==> config.mk <==
export PLATFORM = sky130hd
export DESIGN_NAME = lsf_atan_poly
export DESIGN_NICKNAME = d
export VERILOG_FILES = /design/src/design/lsf_pkg.sv /design/src/design/lsf_atan_poly.sv
export SDC_FILE = /design/constraint.sdc
export NUM_CORES = 2
export LEC_CHECK = 0
export BUFFER_PORTS_ARGS = -buffer_cell sky130_fd_sc_hd__buf_2
export CAP_MARGIN = 10
export CORE_ASPECT_RATIO = 0.75
export CORE_MARGIN = 5
export CORE_UTILIZATION = 50
export CTS_BUF_LIST = sky130_fd_sc_hd__clkbuf_4 sky130_fd_sc_hd__clkbuf_8 sky130_fd_sc_hd__clkbuf_16
export CTS_CLUSTER_DIAMETER = 200
export DETAILED_ROUTE_END_ITERATION = 8
export GPL_ROUTABILITY_DRIVEN = 0
export PLACE_DENSITY = 0.74
export SETUP_SLACK_MARGIN = 0.3
export SYNTH_ARGS = -nofsm -noshare
export SYNTH_HDL_FRONTEND = slang
export SYNTH_SLANG_ARGS = --single-unit
==> constraint.sdc <==
create_clock -name clk_i -period 8.3 [get_ports clk_i]
set_input_delay 2.075 -clock clk_i [delete_from_list [all_inputs] [get_ports clk_i]]
set_output_delay 2.075 -clock clk_i [all_outputs]
set_load 0.01 [all_outputs]
==> src/design/lsf_pkg.sv <==
// Shared types and constants for the line segment filter.
`default_nettype none
package lsf_pkg;

  localparam int unsigned CfgIdxW  = 3;
  localparam int unsigned CfgDataW = 16;

  typedef enum logic [CfgIdxW-1:0] {
    REG_VERTICAL_LIMIT = 3'd0,
    REG_VANISH_X       = 3'd1,
    REG_VANISH_Y       = 3'd2,
    REG_MAX_ANGLE_DEV  = 3'd3,
    REG_IMAGE_WIDTH    = 3'd4
  } cfg_reg_e;

  localparam logic [15:0] PolyC3     = 16'd3047;
  localparam logic [15:0] PolyC2     = 16'd10441;
  localparam logic [15:0] PolyC1     = 16'd21471;
  localparam logic [17:0] HalfPiQ16  = 18'd102944;
  localparam logic [17:0] PiQ16      = 18'd205887;
  localparam logic [21:0] Rad2DegQ16 = 22'd3754936;

  typedef struct packed {
    logic [10:0] vertical_limit;
    logic [10:0] vanish_x;
    logic [10:0] vanish_y;
    logic [15:0] max_angle_dev;
    logic [11:0] image_width;
  } cfg_t;

  // Per-operand arctangent control carried along the pipeline.
  typedef struct packed {
    logic y_zero;
    logic x_zero;
    logic y_neg;
    logic x_neg;
    logic swap;
  } atan_ctl_t;

endpackage
`default_nettype wire

==> src/design/lsf_atan_poly.sv <==
// Pipelined polynomial arctangent: Q16 ratio to degrees with octant fix-up.
`default_nettype none
module lsf_atan_poly
  import lsf_pkg::*;
#(
  parameter int unsigned AngleFracBits = 8,
  parameter type         tag_t         = logic
) (
  input  wire logic   clk_i,
  input  wire logic   rst_ni,
  input  wire logic   en_i,
  input  wire logic   valid_i,
  input  wire logic [16:0] ratio_i,
  input  atan_ctl_t   ctl_i,
  input  tag_t        tag_i,
  output logic        valid_o,
  output logic [AngleFracBits+7:0] deg_o,
  output tag_t        tag_o
);
  localparam int unsigned DegW = AngleFracBits + 8;
  localparam logic [DegW-1:0] Deg180 = DegW'(180 << AngleFracBits);
  localparam logic [DegW-1:0] Deg90  = DegW'(90 << AngleFracBits);
  localparam logic [40:0] RoundC = 41'(64'd1 << (31 - AngleFracBits));

  logic [7:0] vld_q;
  logic [16:0] a_q [8];
  atan_ctl_t   c_q [8];
  tag_t        t_q [8];
  logic [16:0] s_q [3];
  logic [15:0] p1_q;
  logic [15:0] q_q;
  logic [15:0] qs_q;
  logic [17:0] r_q;
  logic [40:0] prod_q;

  // stage 1: s = a*a >> 16
  logic [33:0] sq;
  assign sq = a_q[0] * a_q[0];
  // stage 2: p1 = C2 - C3*s>>16
  logic [32:0] c3s;
  assign c3s = PolyC3 * s_q[0];
  // stage 3: q = C1 - (p1*s>>16)
  logic [32:0] p1s;
  assign p1s = p1_q * s_q[1];
  // stage 4: qs = q*s >> 16
  logic [32:0] qsm;
  assign qsm = q_q * s_q[2];
  // stage 5: r = a - qs*a>>16, octant fold
  logic [32:0] qsa;
  logic [17:0] r0, r1, r2;
  assign qsa = qs_q * a_q[4];
  assign r0  = {1'b0, a_q[4]} - {2'b0, qsa[31:16]};
  assign r1  = c_q[4].swap ? (HalfPiQ16 - r0) : r0;
  assign r2  = c_q[4].x_neg ? (PiQ16 - r1) : r1;
  // stage 6: scale to degrees
  logic [40:0] pr;
  assign pr = 41'(r_q) * 41'(Rad2DegQ16);
  // stage 7: round, saturate, sign fold; stage 8 registers the angle
  logic [40:0] rounded;
  logic [DegW-1:0] dsat, dfin;
  assign rounded = (prod_q + RoundC) >> (32 - AngleFracBits);
  assign dsat = (rounded > 41'(Deg180)) ? Deg180 : rounded[DegW-1:0];
  always_comb begin
    if (c_q[6].y_zero) dfin = '0;
    else if (c_q[6].x_zero) dfin = Deg90;
    else if (c_q[6].y_neg) dfin = Deg180 - dsat;
    else dfin = dsat;
  end

  always_ff @(posedge clk_i or negedge rst_ni) begin
    if (!rst_ni) begin
      vld_q <= '0;
    end else if (en_i) begin
      vld_q <= {vld_q[6:0], valid_i};
    end
  end

  always_ff @(posedge clk_i) begin
    if (en_i) begin
      a_q[0] <= ratio_i;
      c_q[0] <= ctl_i;
      t_q[0] <= tag_i;
      for (int i = 1; i < 8; i++) begin
        a_q[i] <= a_q[i-1];
        c_q[i] <= c_q[i-1];
        t_q[i] <= t_q[i-1];
      end
      s_q[0] <= sq[32:16];
      s_q[1] <= s_q[0];
      s_q[2] <= s_q[1];
      p1_q   <= PolyC2 - c3s[31:16];
      q_q    <= PolyC1 - p1s[31:16];
      qs_q   <= qsm[31:16];
      r_q    <= r2;
      prod_q <= pr;
      deg_o  <= dfin;
    end
  end

  assign valid_o = vld_q[7];
  assign tag_o   = t_q[7];
endmodule
`default_nettype wire

Yosys cells after proc, flatten, opt, wreduce, memory -nomap -nowiden
Memories as Yosys holds them, arrays and structs flattened. Index checks and enable logic that the tools add are counted. W data, S select, Z words.

Bits in registers: 127. Output and inout port bits: 18. Memories: 4. Memory bits (writable): 235. Bits of input ports: 27.

Memory list: a_q (depth 8, width 17, rd ports 7, clocked after memory_dff 0, write ports 8, line lsf_atan_poly.sv:26) `logic [16:0] a_q [8];`; s_q (depth 3, width 17, rd ports 3, clocked after memory_dff 0, write ports 3, line lsf_atan_poly.sv:29) `logic [16:0] s_q [3];`; c_q (depth 8, width 5, rd ports 7, clocked after memory_dff 0, write ports 8, line lsf_atan_poly.sv:27) `atan_ctl_t c_q [8];`; t_q (depth 8, width 1, rd ports 8, clocked after memory_dff 0, write ports 8, line lsf_atan_poly.sv:28) `tag_t t_q [8];`.

Reductions and logical operators: 1. Magnitude comparators: 1. Muxes and demuxes: 7. $mul: 6. Add/sub/neg operators: 7.

Operator list (number): $mul A16 B17 Y32 (3); $add A40 B24 Y41 const B (1); $mul A18 B19 Y37 const B (1); $mux W18 (2); $mul A17 B17 Y33 (1); $mux W16 (2); $mul A12 B17 Y29 const A (1); $sub A17 B16 Y18 (1); $sub A17 B18 Y18 const A (1); $sub A18 B18 Y18 const A (1); $gt A17 B16 Y1 const B (1); $sub A15 B16 Y16 const A (1); $sub A16 B16 Y16 const A (1); $mux W15 (1); $sub A14 B13 Y15 const A (1); $mux W1 (2); $reduce_or A2 Y1 (1).

Longest topological paths before layout
An unclocked memory read counts as a cell.

Depth after elaboration: 7. Depth in mapped cells: 41. Mapped depth without buffers: 40.

Worst setup path after synthesis
OpenSTA, ideal clock, no wires.

Path type: register to register. Start: mem a_q[4][11]. End: reg r_q[17] (data pin). Path slack: -0.362 ns. Clock period less this slack: 8.662 ns. Required time: 8.037 ns. Arrival time: 8.399 ns. Path buffers: 2. Stages on the path, launching flop included: 33. Cells stage by stage: edfxtp_1 -> clkbuf_1 -> nand2_1 -> fa_1 -> fa_1 -> fa_1 -> inv_1 -> fa_1 -> fa_1 -> inv_1 -> fa_1 -> inv_1 -> ha_1 -> a211oi_1 -> nand2_1 -> a221o_1 -> a21oi_1 -> a21oi_1 -> o31ai_1 -> nand3b_1 -> a21oi_1 -> nand2b_1 -> ha_1 -> clkbuf_1 -> or2b_2 -> o311a_2 -> o311ai_4 -> o41a_1 -> o21ai_2 -> xnor2_1 -> o31ai_1 -> a311oi_1 -> xnor2_1.

RTL lines: start, declared (line lsf_atan_poly.sv:26); end signal, assigned (line lsf_atan_poly.sv:94) `r_q <= r2;`; end, declared (line lsf_atan_poly.sv:33) `logic [17:0] r_q;`.

Worst setup path after layout
Start: reg qs_q[6]. End: reg r_q[16] (data pin).

Cells in the longest elaborated chain, start to end: 6.

Ends and longest elaborated chain: start, declared (line lsf_atan_poly.sv:32) `logic [15:0] qs_q;`; start signal, assigned (line lsf_atan_poly.sv:93) `qs_q <= qsm[31:16];`; $mul A16 B17 Y32 * (line lsf_atan_poly.sv:51) `assign qsa = qs_q * a_q[4];`; $sub A17 B16 Y18 * (line lsf_atan_poly.sv:52) `assign r0 = {1'b0, a_q[4]} - {2'b0, qsa[31:16]};`; $sub A17 B18 Y18 (line lsf_atan_poly.sv:53) `assign r1 = c_q[4].swap ? (HalfPiQ16 - r0) : r0;`; $mux W18 * (line lsf_atan_poly.sv:53); $sub A18 B18 Y18 (line lsf_atan_poly.sv:54) `assign r2 = c_q[4].x_neg ? (PiQ16 - r1) : r1;`; $mux W18 * (line lsf_atan_poly.sv:54); via r2[16] (line lsf_atan_poly.sv:50) `logic [17:0] r0, r1, r2;`.

The timed path passes the listed nets; every way through them passes the cells marked *. A chain may end at the register's enable or synchronous reset.

==> results.md <==
- Outcome: finished with violations
- Failing checks: negative setup slack
- Cells after Synth: 5407
- Crit Path Class: reg2reg
- Initial Utilization: ~50%
- Worst setup SP type: register
- Seq cells post-synth: 280
- Vias/cell: 5.16
- Remaining Overflow, GRT: 0
- Area leader, netlist: fa_1
- CTS tree: done
- FF-to-FF Start: qs_q[6]
- Syn. warnings: 0
- Post-synthesis sequential area ratio: 15.6%
- Largest delay share family, worst path: adder cells
- CP max FO: 4
- Post-synth top flop: edfxtp_1
- Area delta synth->final: 9.82%
- Top cell type's share of synthesized area: 37.5%
- IO Count: 45
- Total length of routed wires: approximately 120000 µm
- Wire length on met2: 53900 µm
- Netlist cell types: 97
- H-tree levels: 2
- Post-Syn Nets: 7094
- Worst clock skew: 0.0255 ns
- Vias in the first global route: 39800
- Setup WS pre-CTS: -0.438 ns
- Max Cap Violations: 0
- Routed vias: 36400
- Hold Path Origin: c_q[2][4]
- Final setup viols: 8
- CTS Sinks: 280
- Max Slew Vio Count: 0
- Die area: 114000 µm²
- Clk slew on worst S/H paths: approximately 0.070 ns
- Worst path required time: 8.64 ns
- Setup WS post-layout: -0.304 ns
- Crit path capture type: register
- Final antenna-violating net count: 0
- R2R setup slack: -0.30 ns
- Async S/R FF share, synth: 2.86%
- Synthesized area per cell: slightly below 10 µm²
- Non-Filler Instances: slightly above 7000
- # hold bufs at CTS: 0
- Slew @ Worst Pin: 0.959 ns
- Root Buffer: clkbuf_16
- Endpoints failing hold: 0
- Area contributors post-synth: fa_1 (37%), ha_1 (15%), edfxtp_1 (15%), inv_1 (9.7%), and2_1 (4.7%)
- Max Buffers Root-to-Sink: 3
- Max stage delay on crit path: 0.54 ns
- Hold Path End: c_q[3][4]
- Residual DRC: 0
- Proportion of layout cells with a drive suffix above 1: under 10%
- Die width: about 390 µm
- First-pass GRT wire length: ~200000 µm
- Slowest stage cell, crit path: fa_1
- R2R cell count: 43
- Worst hold slack: 0.416 ns
- Count leader, synth: inv_1
- Routed length per placed instance: 16.5 µm
- DRT iter0 DRCs: 2123
- Core area: ~110000 µm²
- Placed cell count: approximately 6900
- RSZ-0062 raised after global routing: yes
- GR Util All Layers: 21.3%
- Placement Rows: 104
- Worst-Skew Late Latency: approximately 0.58 ns
- Post-synth EDFFs: 272
- Worst rel slew slack: between 30% and 40%
- Final min period: 8.60 ns
- Met3 wire length: between 8000 and 9000 µm
- Peak Freq: 116 MHz
- Min-delay worst type: reg2reg
- Metal-1 WL: 51800 µm
- Crit path buf inv count: 12
- Top sig layer: met5
- # nets final: 7284
- Critical R2R Capture: r_q[16]
- Most frequent cell on the critical path: inv_2
- Cts bufs inserted: 35
- Cell Area, Synth: 53600 µm²
- Worst hold stages: 0
- Worst EP arrival: 8.94 ns
- Initial antenna violation count: 3
- Die height: between 200 and 300 µm
- Largest net degree at the start of global routing: 105
- Post-synth top cells: inv_1 (1389), fa_1 (1003), ha_1 (657), nand2_1 (598), and2_1 (399)
- Pre-Repair DR Iteration Count: 8
- HPWL after DPL: 95400 µm
- IO Port Bufs: 44
- Final worst-path cycle share: 104%
- # diodes: 0
-- worst max path at each step --
stage / start / endpoint / slack (ns) / cells past startpoint
6_report: qs_q[6] / r_q[16] / -0.30 / 43
5_1_grt: qs_q[6] / r_q[16] / -0.69 / 41
4_1_cts: qs_q[4] / r_q[16] / -0.20 / 38
3_5_place_dp: qs_q[4] / r_q[17] / -0.44 / 36
3_3_place_gp: qs_q[4] / r_q[17] / -0.31 / 35
2_1_floorplan: a_q[4][7] / r_q[17] / 0.09 / 34
-- state kept, by name, summed over array words and instances (netlist names) --
name	flops
a_q	85
c_q	31
deg_o	16
p1_q	14
prod_q	17
q_q	16
qs_q	16
r_q	18
s_q	51
t_q	8
vld_q	8
-- worst register-to-register path, delay by kind of cell, from the launching register on --
kind,cells,cell delay (ns)
fa+ha+maj,9,3.28
compound gates,12,2.21
simple gates,7,1.00
buf+inv,12,1.12
flops,1,0.38
xor+xnor,3,0.39
-- through the flow --
step	setup TNS, ns	util (%)	instance area (µm²)
5_1_grt	-4.71	55.1	58800
6_report	-1.48	55.1	58800
3_3_place_gp	-0.850	53.0	56600
3_5_place_dp	-1.63	53.0	56600
2_1_floorplan	0	-	53800
4_1_cts	-0.530	54.4	58100
-- cell usage in the layout (no fill, tap or decap), types with 10 or more instances in the layout --
cell type  count
nor2b_1       10
o21bai_1      14
mux2_2        13
and2_1       387
a211oi_1      11
nand2_1      595
inv_2         10
nor2_1       104
fa_1         995
and3_1        21
edfxtp_1     272
nor3_1        36
a21oi_1       88
a21oi_2       11
xnor2_1      115
o21a_1        20
and2_4        14
buf_2         43
nand4_1       16
nand2b_1      21
o211ai_1      21
buf_4        253
xor2_1        62
a21o_1        38
a31oi_1       18
o21ai_0       40
ha_4          11
clkbuf_16     35
inv_1       1380
ha_1         641
nand3_1       45
o21ai_1       17
buf_6         14
-- final cells by class --
class | count | area [µm²]
fillers | 9082 | 48000
multi-input cells | 3575 | 39900
flip-flops and latches | 280 | 8370
inverters | 1390 | 5220
repair buffers | 315 | 2370
well taps | 1431 | 1790
clock buffers | 39 | 906
clock inverters | 23 | 230
-- per-layer routing --
metal  vias up  track usage, %
met1     18300            30.0
met4         6            4.03
met2      1067            35.1
met5         -               0
li1      16900               -
met3       161            3.80
-- logic make-up (layout without fill, tap and decap cells) --
| logic type | Yosys count | count (layout) | share of synthesized area [%] |
|---|---|---|---|
| AO/OA/AOI/OAI | 386 | 386 | 5.02 |
| buffers and inverters | 1552 | 1767 | 10.9 |
| multiplexers | 22 | 22 | 0.449 |
| flip-flops | 280 | 280 | 15.6 |
| adder cells (fa/ha/maj) | 1660 | 1660 | 52.8 |
| XOR/XNOR | 184 | 184 | 3.01 |
| AND/OR/NAND/NOR | 1323 | 1323 | 12.1 |
-- what timing repair did --
item                                    CTS  global route
setup buffers                            20            54
pin swaps                                36            51
gates cloned                              0             0
endpoints found under the setup margin   12            15
resized for setup                        47            67
Power is left out: the tool's default activity adds up to more than one toggle a clock period on the data nets, which glitch-free logic cannot reach.
