--- src/design/lsf_divider.sv ---
// Pipelined restoring divider: quotient = (num << 16) / den, one bit per stage.
`default_nettype none
module lsf_divider #(
  parameter int unsigned CoordBits = 11,
  parameter type         tag_t     = logic
) (
  input  wire logic                 clk_i,
  input  wire logic                 rst_ni,
  input  wire logic                 en_i,
  input  wire logic                 valid_i,
  input  wire logic [CoordBits-1:0] num_i,
  input  wire logic [CoordBits-1:0] den_i,
  input  tag_t                      tag_i,
  output logic                      valid_o,
  output logic [16:0]               quot_o,
  output tag_t                      tag_o
);
  // Numerator min <= den so quotient fits 17 bits (value 65536 when equal).
  localparam int unsigned Steps = 17;
  localparam int unsigned RemW  = CoordBits + 1;
  localparam int unsigned NumW  = CoordBits + 16;

  logic [RemW-1:0]      rem_q  [Steps+1];
  logic [NumW-1:0]      num_q  [Steps+1];
  logic [CoordBits-1:0] den_q  [Steps+1];
  logic [16:0]          quo_q  [Steps+1];
  tag_t                 tag_q  [Steps+1];
  logic                 vld_q  [Steps+1];

  // Upper numerator bits give zero quotient bits; start with them as the remainder.
  assign rem_q[0] = {2'b0, num_i[CoordBits-1:1]};
  assign num_q[0] = {num_i, 16'd0};
  assign den_q[0] = den_i;
  assign quo_q[0] = '0;
  assign tag_q[0] = tag_i;
  assign vld_q[0] = valid_i;

  for (genvar i = 0; i < Steps; i++) begin : g_step
    logic [RemW-1:0] trial;
    logic [RemW:0]   diff;
    assign trial = {rem_q[i][RemW-2:0], num_q[i][Steps-1-i]};
    assign diff  = {1'b0, trial} - {2'b0, den_q[i]};
    always_ff @(posedge clk_i or negedge rst_ni) begin
      if (!rst_ni) begin
        vld_q[i+1] <= 1'b0;
      end else if (en_i) begin
        vld_q[i+1] <= vld_q[i];
      end
    end
    always_ff @(posedge clk_i) begin
      if (en_i) begin
        if (!diff[RemW]) begin
          rem_q[i+1] <= diff[RemW-1:0];
        end else begin
          rem_q[i+1] <= trial;
        end
        quo_q[i+1] <= {quo_q[i][15:0], ~diff[RemW]};
        num_q[i+1] <= num_q[i];
        den_q[i+1] <= den_q[i];
        tag_q[i+1] <= tag_q[i];
      end
    end
  end

  assign valid_o = vld_q[Steps];
  assign quot_o  = quo_q[Steps];
  assign tag_o   = tag_q[Steps];
endmodule
`default_nettype wire

--- config.mk ---
export PLATFORM = sky130hd
export DESIGN_NAME = lsf_divider
export DESIGN_NICKNAME = d
export VERILOG_FILES = /design/src/design/lsf_divider.sv
export SDC_FILE = /design/constraint.sdc
export NUM_CORES = 1
export LEC_CHECK = 0
export ABC_CLOCK_PERIOD_IN_PS = 2600
export BUFFER_PORTS_ARGS = -buffer_cell sky130_fd_sc_hd__buf_2
export CORE_MARGIN = 4
export CORE_UTILIZATION = 41
export CTS_CLUSTER_SIZE = 8
export DETAILED_ROUTE_END_ITERATION = 7
export GPL_ROUTABILITY_DRIVEN = 0
export PLACE_DENSITY = 0.57
export SYNTH_ARGS = -nofsm -noshare
export SYNTH_HDL_FRONTEND = slang
export SYNTH_SLANG_ARGS = --single-unit
--- constraint.sdc ---
create_clock -name clk_i -period 2.6 [get_ports clk_i]
set_input_delay 0.65 -clock clk_i [delete_from_list [all_inputs] [get_ports clk_i]]
set_output_delay 0.65 -clock clk_i [all_outputs]
set_load 0.05 [all_outputs]
# Word-level counts from Yosys, hierarchy flattened
# Index checks and enable logic that the tools add are counted.
# totals
reg_bits	539
word_cells	148
# op_classes
addsub	17
n_mux	16
bitwise	17
# op_table
op	count
12-bit by 11-bit subtractor with 13-bit output	16
11-bit 2-to-1 mux	16
1-bit NOT	17
11-bit by 11-bit subtractor with 12-bit output	1

# Longest topological paths before layout
# Gate-level depths: netlist (run 1).
# depth
ltp_word	2
ltp_mapped	10
ltp_nobuf	10

# Worst setup path after synthesis (run 1)
# Ideal clock, no wire load.
# synth_path
kind	in2reg
start	input num_i[0]
end	register rem_q (netlist bit g_step[1].trial[11]), data pin
arrival_time_ns	2.371
required_time_ns	2.342
slack_ns	-0.029
cell_stages	10
path_buffers	0
path_cell_list	inv_1 > ha_1 > inv_1 > fa_1 > a21o_1 > a2111oi_2 > o21ai_0 > a21oi_1 > a31oi_1 > o221a_2
# synth_via
elab_chain_cells	2
# synth_rtl
item	line	source
start, declared	11	input wire logic [CoordBits-1:0] num_i,
11-bit by 11-bit subtractor with 12-bit output	42	assign diff = {1'b0, trial} - {2'b0, den_q[i]};
11-bit 2-to-1 mux	52	if (!diff[RemW]) begin
end signal, assigned by index	53	rem_q[i+1] <= diff[RemW-1:0];
end signal, assigned by index	55	rem_q[i+1] <= trial;
end, declared	23	logic [RemW-1:0] rem_q [Steps+1];
# Every way passes these cells.
# A chain may end at the register's enable or synchronous reset.

# Worst setup path after layout (run 1)
# layout_path
start	register den_q[23] in the netlist's numbering
end	register rem_q (netlist bit g_step[16].trial[9]), data pin
# layout_via
elab_chain_cells	2
# layout_rtl
item	line	source
start, declared	25	logic [CoordBits-1:0] den_q [Steps+1];
start signal, assigned by index	59	den_q[i+1] <= den_q[i];
12-bit by 11-bit subtractor with 13-bit output	42	
11-bit 2-to-1 mux	52	
# Every way passes these cells.

==> metrics.yaml, run 1 <==
run_status: "finished clean"
ys_types: 71
coreArea_um2: 64500
antenna_left: 0
row_count: 93
syn2layout_area_growth_pct: 17.2
final.min_clock_period_ps: 2570
num_vias: 16200
path_buf_inv: 1
io_pins: 46
holdWs_ps: 241
ys_warn_count: 0
syn-cell-area_um2: 26700
clockBufferDepth: 3
swShare: 0.325
setup-tns-final_ps: 0
holdCritStartpoint: "tag_i"
cpPeakStageDelay_ps: 420
min_path_type: "in2reg"
hold_violations: 0
dr.pass1.iters: 7
drt-met1-wl_um: 21700
critPathKind: "reg2reg"
pwr-share-comb: 0.377
antennaDiodeCount: 0
finalMaxSlewViolations: 0
grt_first_pass_wirelength_um: 81500
grt_max_degree: 86
die_height_um: 263
grt_pass1_vias: 16800
io_buffers: 45
wl_met3_um: 2270
post_dp_cell_area_um2: 28900
crit_chain: "inv_2 -> fa_2 -> a211oi_4 -> o21ai_2 -> a31oi_4 -> a21oi_4 -> a211o_4 -> mux2_4"
rsz0062_at_grt: "true"
rrSetupSlack_ps: 30
drive_gt1_frac: 0.195
cts_tree: "done"
maxSlewHeadroom: 0.501
powerDensity_nw_per_um2: 1130
drc_errors: 0
power_frac_clock: 0.250
syn_area_per_cell_um2: 13.0
crit_fanout: 6
antenna_found_initial: 0
setup_viol: 0
cp.depth: 8
switchingPower_w: 0.0115
path_clk_slew_ps: 50
r2r_start: "den_q[23]$_DFFE_PP_"
yosys.area_share.adder: 0.0921
seqPwrFrac: 0.373
nets: 2490
mostFrequentLayoutCells: "edfxtp_1, inv_1, ha_1"
final_common_cell: "edfxtp_1"
crit_arrival_ps: 2910
r2r_cells: 8
initial_utilization: 0.414
cts_made_buffers: 77
synth-seq-area-share: 0.603
crit_slowest_cell: "fa_2"
drv_cap: 0
p_leak_nw: 12.4
r2r-end: "g_step[16].trial[9]$_DFFE_PP_"
dp_hpwl_um: 34800
critical_path.startpoint: "den_q[23]$_DFFE_PP_"
h-tree-depth: 3
via_per_inst: 5.16
dieArea_um2: 69300
cts-root-buf: "clkbuf_16"
synth-compound-area-share: 0.122
drt_iter0_markers: 959
synthXorXnorAreaFrac: 0.0367
synth-seq-cells: 539
top_layer_used: "met4"
die_x_um: 263
internal_power_w: 0.0240
fmax_ghz: 0.389
synth-async-reset-ratio: 0.0315
finalCritPeriodShare: 0.989
synth_top_family_by_area: "compound AO/OA/AOI/OAI gates"
hold-path-cell-count: 1
max-vdd-ir-drop_v: 0.000506
clk_latency_ps: 600
final_cells: 3147
synth_top_flop_cell: "edfxtp_1"
startpoint_type: "register"
hold_end: "tag_q[16]$_DFFE_PP_"
tightestPinTransition_ps: 739
grt_use_total: 0.140
final_area_um2: 31300
final_util: 0.486
synth_edf_count: 522
synth_nets: 2268
cts_sinks: 539
place_inst: 3044
synthMuxAreaShare: 0.0379
cp.required_ps: 2940
route.met2.wl_um: 24300
wl_per_cell_um: 15.7
syn_inst: 2054
clock_skew_ps: 18.0
path_delay_family: "compound AO/OA/AOI/OAI gates"
synth-simple-area-share: 0.0665
endpoint_kind: "register"
overflow: 0
drt-total-wl_um: 49500
==> power by group through the flow <==
stage          combinational, W  clock, W  sequential [W]
2_1_floorplan           0.00966         0          0.0130
3_3_place_gp             0.0123         0          0.0134
3_5_place_dp             0.0128         0          0.0134
4_1_cts                  0.0129   0.00921          0.0133
5_1_grt                  0.0149   0.00958          0.0134
6_report                 0.0134   0.00886          0.0132
==> metrics by stage <==
| step | total power [W] | setup slack [ps] |
|---|---|---|
| detailed placement | 0.0262 | -289 |
| CTS | 0.0354 | 1.11 |
| global placement | 0.0257 | -242 |
| floorplan | 0.0227 | 20.8 |
| global route | 0.0380 | -47.2 |
| finish | 0.0355 | 28.0 |
==> cell type report <==
cell class                      instances  area, um2
Clock buffer                           89       1990
Clock inverter                          6        100
Fill cell                            5603      33200
Inverter                              232        871
Multi-Input combinational cell       1242       9780
Sequential cell                       539      16100
Tap cell                              855       1070
Timing Repair Buffer                  184       1400
==> how the worst max path moves through the flow <==
| stage | endpoint | slack (ps) |
|---|---|---|
| 6_report | g_step[16].trial[9]$_DFFE_PP_ | 30 |
| 5_1_grt | g_step[16].trial[7]$_DFFE_PP_ | -50 |
| 4_1_cts | g_step[16].trial[9]$_DFFE_PP_ | 1 |
| 3_5_place_dp | g_step[1].trial[11]$_DFFE_PP_ | -290 |
| 3_3_place_gp | g_step[1].trial[11]$_DFFE_PP_ | -240 |
| 2_1_floorplan | g_step[16].trial[10]$_DFFE_PP_ | 20 |
==> timing repair <==
item,4_1_cts,5_1_grt
hold buffers,1,0
hold endpoints to repair,17,0
buffers inserted,0,5
endpoints found under the setup margin,27,112
pin swaps,4,18
gates resized for setup,5,48
gates cloned,1,1
==> cells in the mapped netlist (all sizes together) (6+ instances only) <==
library cell | instances | area [um2]
a211oi | 42 | 350
a21o | 37 | 279
a21oi | 120 | 604
a221oi | 6 | 52.6
a311oi | 6 | 52.6
a31o | 12 | 105
a31oi | 11 | 81.3
a41oi | 12 | 150
and2 | 10 | 63.8
buf | 34 | 220
clkbuf | 8 | 30.0
dfrtp | 17 | 425
edfxtp | 522 | 15700
fa | 16 | 320
ha | 171 | 2140
inv | 232 | 871
mux2 | 81 | 942
mux2i | 7 | 70.1
nand2 | 96 | 360
nand2b | 22 | 138
nand3 | 18 | 90.1
nand4 | 6 | 37.5
nand4b | 8 | 70.1
nor2 | 129 | 484
nor2b | 30 | 188
nor3 | 21 | 105
nor3b | 6 | 45.0
o2111ai | 6 | 52.6
o211a | 6 | 60.1
o211ai | 9 | 67.6
o21a | 19 | 143
o21ai | 126 | 653
o21ba | 6 | 60.1
o21bai | 7 | 52.6
o221a | 7 | 78.8
o22a | 6 | 52.6
o22ai | 8 | 50.1
o31ai | 8 | 60.1
o41ai | 12 | 105
or2 | 14 | 87.6
or4b | 7 | 70.1
xnor2 | 61 | 534
xor2 | 51 | 447
==> cell families (layout without fill, tap and decap cells) <==
| group | Yosys count | count (layout) |
|---|---|---|
| flip-flops | 539 | 539 |
| AO/OA/AOI/OAI | 482 | 483 |
| AND/OR/NAND/NOR | 372 | 372 |
| buffers and inverters | 274 | 511 |
| adder cells (fa/ha/maj) | 187 | 187 |
| XOR/XNOR | 112 | 112 |
| multiplexers | 88 | 88 |
==> sequential cells by signal, indices dropped and copies added, names as in the netlist <==
| signal | flops |
|---|---|
| den_q | 176 |
| g_step.trial | 176 |
| quo_q | 136 |
| quot_o | 17 |
| tag_q | 16 |
| vld_q | 16 |
| tag_o | 1 |
| valid_o | 1 |
==> routing by layer <==
layer | vias to the layer above | GRT usage
met5 | - | 0
met4 | 0 | 0.0507
met3 | 98 | 0.0311
met2 | 304 | 0.243
met1 | 7787 | 0.172
li1 | 8049 | -
Power figures use the tool's default switching activity.
==> run 2, diff against run 1 <==
--- a/config.mk
+++ b/config.mk
@@ -7,12 +7,14 @@
 export LEC_CHECK = 0
 export ABC_CLOCK_PERIOD_IN_PS = 2600
 export BUFFER_PORTS_ARGS = -buffer_cell sky130_fd_sc_hd__buf_2
+export CELL_PAD_IN_SITES_DETAIL_PLACEMENT = 2
+export CELL_PAD_IN_SITES_GLOBAL_PLACEMENT = 2
 export CORE_MARGIN = 4
 export CORE_UTILIZATION = 41
 export CTS_CLUSTER_SIZE = 8
 export DETAILED_ROUTE_END_ITERATION = 7
 export GPL_ROUTABILITY_DRIVEN = 0
-export PLACE_DENSITY = 0.57
+export PLACE_DENSITY = 0.75
 export SYNTH_ARGS = -nofsm -noshare
 export SYNTH_HDL_FRONTEND = slang
 export SYNTH_SLANG_ARGS = --single-unit
==> metrics.yaml, run 2 (same netlist as run 1, synthesis figures left out) <==
critPathKind: "reg2reg"
row_count: 93  # unchanged
grt_max_degree: 88  # +2.3%
drc_errors: 0  # unchanged
final.min_clock_period_ps: 2730  # +161 ps
final_common_cell: "edfxtp_1"
p_total_w: 0.0394  # +11%
io_pins: 46  # unchanged
antennaDiodeCount: 0  # unchanged
clockBufferDepth: 3  # unchanged
dp_hpwl_um: 51000  # +47%
drt_iter0_markers: 969  # +1.0%
final_util: 0.503  # +0.0173
num_vias: 17900  # +10%
crit_fanout: 6  # unchanged
antenna_left: 0  # unchanged
fill_cells: 6215  # +11%
path_clk_slew_ps: 60  # about the same
clock_skew_ps: 28.5  # +10.5 ps
holdWs_ps: 231  # -10.0 ps
p_leak_nw: 13.0  # +4.2%
dr.pass1.iters: 5  # -2
nets: 2584  # +3.8%
endpoint_kind: "register"
cts_made_buffers: 77  # unchanged
grt_use_total: 0.216  # +0.0761
initial_utilization: 0.414  # unchanged
overflow: 0  # unchanged
drt-total-wl_um: 79600  # +61%
cts_sinks: 539  # unchanged
die_x_um: 263  # unchanged
finalMaxSlewViolations: 0  # unchanged
cp.required_ps: 2960  # +20 ps
dieArea_um2: 69300  # unchanged
rrSetupSlack_ps: -130  # -160 ps
io_buffers: 45  # unchanged
min_path_type: "in2reg"
coreArea_um2: 64500  # unchanged
max-vdd-ir-drop_v: 0.000502  # -0.76%
hold_violations: 0  # unchanged
cts-root-buf: "clkbuf_16"
post_dp_cell_area_um2: 29200  # +1.3%
mostFrequentLayoutCells: "edfxtp_1, inv_1, buf_4"
h-tree-depth: 3  # unchanged
cts_tree: "done"
startpoint_type: "register"
violations: "negative setup slack"
finalCritPeriodShare: 1.05  # +0.0621
fmax_ghz: 0.366  # -5.9%
final_area_um2: 32400  # +3.6%
powerDensity_nw_per_um2: 1220  # +7.2%
grt_pass1_vias: 20500  # +22%
multi_input_area_um2: 10100  # +3.7%
run_status: "finished, violations left"
setup_viol: 30  # +30
clk_latency_ps: 620  # +20 ps
drv_cap: 0  # unchanged
drive_gt1_frac: 0.252  # +0.0569
grt_first_pass_wirelength_um: 119000  # +46%
crit_arrival_ps: 3090  # +180 ps
syn2layout_area_growth_pct: 21.4
die_height_um: 263  # unchanged
rsz0062_at_grt: "true"
antenna_found_initial: 2  # +2
regArea_um2: 16100  # unchanged
layout_setup_ws_ps: -133  # -161 ps
via_per_inst: 5.53  # +7.3%
wl_per_cell_um: 24.6  # +56%
maxSlewHeadroom: 0.583  # +0.0817
tightestPinTransition_ps: 622  # -117 ps
==> run 2: cell types whose count changed in the layout (fill, tap and decap cells not counted), sizes merged <==
cell / previous run / this run
inv: 235 / 234
buf: 183 / 276
o21ai: 126 / 127
clkbuf: 89 / 86
==> run 2: where the power goes <==
group,internal (W),switching [W]
sequential,0.0123,0.00123
clock,0.00537,0.00377
combinational,0.00742,0.00935
total,0.0251,0.0144
==> run 2: layout make-up <==
| type | instances | share of cell area |
|---|---|---|
| Sequential cell | 539 | 0.497 |
| Multi-Input combinational cell | 1243 | 0.313 |
| Timing Repair Buffer | 277 | 0.0674 |
| Clock buffer | 86 | 0.0618 |
| Tap cell | 855 | 0.0330 |
| Inverter | 232 | 0.0269 |
| Clock inverter | 5 | 0.00170 |
==> run 2: final timing paths <==
kind                                      from                            end  cells past startpoint
setup reg to reg           den_q[22]$_DFFE_PP_  g_step[16].trial[2]$_DFFE_PP_                      8
min in group asynchronous               rst_ni           vld_q[1]$_DFFE_PN0P_                      2
setup / recovery           den_q[22]$_DFFE_PP_  g_step[16].trial[2]$_DFFE_PP_                      8
hold / removal                           tag_i            tag_q[16]$_DFFE_PP_                      1
max in group asynchronous               rst_ni           vld_q[8]$_DFFE_PN0P_                      2
hold reg to reg            tag_q[12]$_DFFE_PP_            tag_q[11]$_DFFE_PP_                      0
==> run 2: what timing repair did <==
item | 4_1_cts | 5_1_grt
pin swaps | 24 | 45
hold buffers | 1 | 0
hold endpoints to repair | 17 | 0
setup endpoints to repair | 115 | 132
setup buffers | 23 | 30
resized for setup | 51 | 101
cloned | 1 | 3
==> run 2: through the flow <==
step / cells / setup TNS [ps] / setup slack (ps)
5_1_grt: 3237 / -3100 / -163
4_1_cts: 3205 / -30.7 / -15.8
3_5_place_dp: 3089 / -13450 / -370
6_report: 3237 / -1480 / -133
3_3_place_gp: 3089 / -2590 / -258
2_1_floorplan: 2054 / 0 / 20.8
==> run 2: per-layer routing <==
metal  vias to the layer above  GRT usage  part of all wire
met1                      9194      0.242              0.39
met3                       178     0.0359             0.032
met4                         0     0.0798             0.034
li1                       8187          -                 -
met5                         -          0                 0
met2                       357      0.411              0.55
==> run 2: worst max-delay path, stage by stage (launching register included) <==
cell and delay [ps]:
edfxtp_1 430, inv_2 70, fa_2 390, a211oi_2 270
o21ai_1 120, a31oi_2 270, a21oi_2 140, a211o_4 430
mux2_4 340
